==> src/rtl/sawbc_pkg.sv <==
`timescale 1ns / 1ps
`default_nettype none
// ----------------------------------------------------------------------------
// sawbc_pkg
// Shared sizes, codes and the command type of the write-back cache.
// ----------------------------------------------------------------------------
package sawbc_pkg;

  localparam int unsigned LINE_BITS = 6;
  localparam int unsigned SET_BITS  = 12;
  localparam int unsigned WAY_BITS  = 4;
  localparam int unsigned ADDR_BITS = 27;

  localparam int unsigned TAG_BITS  = ADDR_BITS - LINE_BITS - SET_BITS;
  localparam int unsigned WAYS      = 1 << WAY_BITS;
  localparam int unsigned SETS      = 1 << SET_BITS;
  localparam int unsigned WORD_BITS = LINE_BITS - 2;
  localparam int unsigned IDX_BITS  = SET_BITS + WAY_BITS;
  localparam int unsigned LANE_DEPTH = 1 << (IDX_BITS + WORD_BITS);
  localparam int unsigned CFG_ADDR_BITS = 3;
  localparam int unsigned QDEPTH    = 4;

  localparam logic [15:0] LFSR_TAPS = 16'hB400;

  // input operations
  localparam logic [1:0] OP_READ  = 2'd0;
  localparam logic [1:0] OP_WRITE = 2'd1;
  localparam logic [1:0] OP_FILL  = 2'd2;

  // result kinds
  localparam logic [2:0] KIND_RDATA   = 3'd0;
  localparam logic [2:0] KIND_WRDONE  = 3'd1;
  localparam logic [2:0] KIND_MEMWR   = 3'd2;
  localparam logic [2:0] KIND_FILLREQ = 3'd3;
  localparam logic [2:0] KIND_ERROR   = 3'd4;

  // commands from front to back
  localparam logic [2:0] CMD_ERR       = 3'd0;
  localparam logic [2:0] CMD_WMISS     = 3'd1;
  localparam logic [2:0] CMD_WRITE     = 3'd2;
  localparam logic [2:0] CMD_READ      = 3'd3;
  localparam logic [2:0] CMD_MISS      = 3'd4;
  localparam logic [2:0] CMD_FILL_WORD = 3'd5;
  localparam logic [2:0] CMD_FILL_LAST = 3'd6;

  typedef struct packed {
    logic [2:0]           code;
    logic [IDX_BITS-1:0]  idx;
    logic [ADDR_BITS-1:0] addr;
    logic [2:0]           len;
    logic [31:0]          data;
    logic [LINE_BITS-1:0] woff;
    logic                 wb;
    logic [TAG_BITS-1:0]  wb_tag;
  } cmd_t;

endpackage
`default_nettype wire

==> src/rtl/sawbc_queue.sv <==
`timescale 1ns / 1ps
`default_nettype none
// ----------------------------------------------------------------------------
// sawbc_queue
// Short command FIFO between the lookup front end and the data back end.
// ----------------------------------------------------------------------------
module sawbc_queue (
  input  wire logic clk,
  input  wire logic rst_n,
  input  wire logic push,
  input  sawbc_pkg::cmd_t push_cmd,
  output      logic full,
  input  wire logic pop,
  output sawbc_pkg::cmd_t head,
  output      logic empty
);
  localparam int unsigned PB = $clog2(sawbc_pkg::QDEPTH);

  sawbc_pkg::cmd_t ent_r [sawbc_pkg::QDEPTH];
  logic [PB-1:0] wr_ptr_r;
  logic [PB-1:0] rd_ptr_r;
  logic [PB:0]   cnt_r;

  assign full  = (cnt_r == (PB+1)'(sawbc_pkg::QDEPTH));
  assign empty = (cnt_r == '0);
  assign head  = ent_r[rd_ptr_r];

  always_ff @(posedge clk) begin
    if (!rst_n) begin
      wr_ptr_r <= '0;
      rd_ptr_r <= '0;
      cnt_r <= '0;
    end else begin
      if (push) begin
        wr_ptr_r <= wr_ptr_r + 1'b1;
      end
      if (pop) begin
        rd_ptr_r <= rd_ptr_r + 1'b1;
      end
      if (push && !pop) begin
        cnt_r <= cnt_r + 1'b1;
      end else if (pop && !push) begin
        cnt_r <= cnt_r - 1'b1;
      end
    end
  end

  always_ff @(posedge clk) begin
    if (push) begin
      ent_r[wr_ptr_r] <= push_cmd;
    end
  end
endmodule
`default_nettype wire

==> config.mk <==
export PLATFORM = sky130hd
export DESIGN_NAME = sawbc_queue
export DESIGN_NICKNAME = d
export VERILOG_FILES = /design/src/rtl/sawbc_pkg.sv /design/src/rtl/sawbc_queue.sv
export SDC_FILE = /design/constraint.sdc
export NUM_CORES = 1
export LEC_CHECK = 0
export BUFFER_PORTS_ARGS = -buffer_cell sky130_fd_sc_hd__buf_2
export CORE_ASPECT_RATIO = 0.8
export CORE_MARGIN = 5
export CORE_UTILIZATION = 31
export DETAILED_ROUTE_END_ITERATION = 6
export PLACE_DENSITY = 0.59
export SLEW_MARGIN = 20
export SYNTH_ARGS = -nofsm -noshare
export SYNTH_HDL_FRONTEND = slang
export SYNTH_SLANG_ARGS = --single-unit
export TNS_END_PERCENT = 1
==> constraint.sdc <==
create_clock -name clk -period 3.43 [get_ports clk]
set_clock_uncertainty 0.15 [all_clocks]
set_input_delay 0.343 -clock clk [delete_from_list [all_inputs] [get_ports clk]]
set_output_delay 0.343 -clock clk [all_outputs]
set_load 0.01 [all_outputs]
==> metrics.txt <==
asr flop ratio synth 0; Min-Delay Path Class input pin to flip-flop; Yosys cell types 21; reg2reg start wr_ptr_r[0]$_SDFFE_PN0P_; row count 70; measured slew at the worst slew-check pin 0.6002 ns; CP max-delay cell mux4_2; share of the synthesized area in the top cell type 0.8074; GRT overflow 0; Worst setup SP type flip-flop; initial core utilization 0.3144; mean post-synth cell area 26.24 um^2; setup TNS 0 ns; DRC 0; PostCTS Resize Cnt 0; max_cap viols 0; Synthesis Warnings 0; Main synth FF type edfxtp_1; Die X 251.2 um; post-synthesis sequential area ratio 0.8199; CTS root buf clkbuf_16; Max-Slew Margin vs Limit 0.5998; fin crit period 2.748 ns; met2 WL 14.00 mm; Starting DRT DRC Count 449; DR pass1 iterations 4; H-tree Lvls 2; clock buffer depth 3; CTS Buf Count 41; top cells by area, synth edfxtp_1 (81%), mux4_2 (15%), dfxtp_1 (1.2%), ha_1 (0.43%), buf_8 (0.42%); most numerous cell in the Yosys netlist edfxtp_1; # Post-CTS Setup Buffers 0; NumNets Final 990; Final Setup Violations 0; Critical Path RT 2.94 ns; Layout area overhead 29.09%; Final Hold Fails 0; Total GRT Usage 0.1191; WL met1 13.45 mm; Placed Instances 1353; mapped cell area 0.01443 mm^2; Core ar. 0.04589 mm^2; RSZ-0062 raised after global routing no; Synthesized Nets 657; max-slew violation count 0; CTS tree built; top sig layer met5; Yosys top cell by area edfxtp_1; area of the multi-input gates 0.002445 mm^2; Vert. Die Dim 203.0 um; I/O Buffers 199; Detail Placement HPWL 18.54 mm; storage element area 0.01184 mm^2; filler cell count 4126; Post-synth top cells edfxtp_1 (388), mux4_2 (97), buf_2 (11); WL met3 2.328 mm; cts hold-fix bufs 99; Crit. End Element primary output; Synth Register Bits 397; r2r setup slk 1.43 ns; clk sinks 397; CP Class flip-flop to primary output; initial antenna violation count 5; vias in the first global route 7644; critical path peak fanout 19; Worst-Skew Late Latency 0.54 ns; Synth Instances 550; Critical Path AT 2.26 ns; PwrDens 599.0 mW/mm^2; DR vias 6878; Ports 200; Power Total 11.16 mW; WL/cell 19.87 um; EDFF count, synth 388; first-pass GRT wire length 46.56 mm; Placer Congestion 0.7266; Fmax 0.3639 GHz; Max VDD drop 0.0003463 V; Die ar. 0.05099 mm^2; hold_sp push; total leakage power 6.258 nW; drt via density 4.501; Final period util 0.8012; CTS clk-pin slew, worst paths 0.06 ns; ANT nets after route 0; status finished clean; pin count of the biggest net entering global routing 35; wirelength, routed 30.36 mm; slowest cell delay on critical path 0.57 ns; Final Non-Filler Cells 1528; critical-path cell list buf_4 -> mux4_2 -> buf_2; share of layout cells above drive strength 1 0.4087
==> report_power, final <==
part	internal, mW	switching [mW]
combinational	0.553	0.567
clock	2.60	1.79
sequential	5.57	0.0779
total	8.72	2.43
==> stage by stage <==
stage / utilization / cell area (um^2) / setup WS [ns] / hold slack [ns]
4_1_cts: 0.4058 / 18630 / 0.5572 / 0.04092
3_3_place_gp: 0.3552 / 16300 / 1.242 / 0.3398
2_1_floorplan: - / 14430 / 0.02888 / 0.2919
3_5_place_dp: 0.3552 / 16300 / 1.195 / 0.3479
5_1_grt: 0.4059 / 18630 / 0.4913 / 0.06085
6_report: 0.4059 / 18630 / 0.6817 / 0.09066
==> worst paths after layout <==
kind | endpoint | cells after the start
max | head[79] | 3
max reg2reg | ent_r[3][36]$_DFFE_PP_ | 3
min reg2reg | cnt_r[2]$_SDFFE_PN0P_ | 2
min | wr_ptr_r[1]$_SDFFE_PN0P_ | 3
==> registers in the layout (all words and copies together), names as in the netlist, named ones only <==
| name | flops |
|---|---|
| rd_ptr_r | 2 |
| cnt_r | 3 |
| ent_r | 388 |
| wr_ptr_r | 2 |
==> logic make-up after synthesis <==
group / after synthesis / share of synthesized area
compound gates: 2 / 0.0008669
xor+xnor: 5 / 0.003035
fa+ha+maj: 6 / 0.005723
buf+inv: 26 / 0.01136
flops: 397 / 0.8199
mux: 99 / 0.1528
simple gates: 15 / 0.006329
==> area by class of cell <==
type / count / share of cell area
Multi-Input combinational cell: 127 / 0.1312
Tap cell: 612 / 0.04111
Sequential cell: 397 / 0.6355
Clock inverter: 22 / 0.01169
Inverter: 4 / 0.0008060
Timing Repair Buffer: 312 / 0.1197
Antenna cell: 1 / 0.0001343
Clock buffer: 53 / 0.05978
==> per-layer routing <==
layer,vias to the layer above,track usage
met5,-,0
met4,6,0.03293
met3,52,0.04175
met2,198,0.1826
met1,3583,0.1628
li1,3039,-
==> worst max-delay path: cells and delay by family, from the launching register on <==
family | cells | cell delay, ns
buffers and inverters | 2 | 0.57
flip-flops | 1 | 0.54
multiplexers | 1 | 0.57
==> placed cells by master (no fill, tap or decap) <==
master / count
a21boi_0: 1
and2_1: 5
and2_4: 4
buf_12: 11
buf_2: 199
buf_4: 3
bufinv_16: 4
clkbuf_1: 10
clkbuf_16: 43
clkinv_1: 7
clkinv_2: 6
clkinv_4: 2
clkinvlp_4: 2
dfxtp_1: 7
dfxtp_4: 2
diode_2: 1
dlygate4sd3_1: 99
edfxtp_1: 388
fa_1: 1
ha_1: 5
inv_1: 4
inv_6: 1
mux2i_1: 2
mux4_2: 97
nand2_1: 1
nor2b_1: 2
nor3_1: 1
nor3b_1: 1
o21ai_0: 1
or3_1: 1
xnor2_1: 2
xor2_1: 3
(Power assumes the default switching activity.)
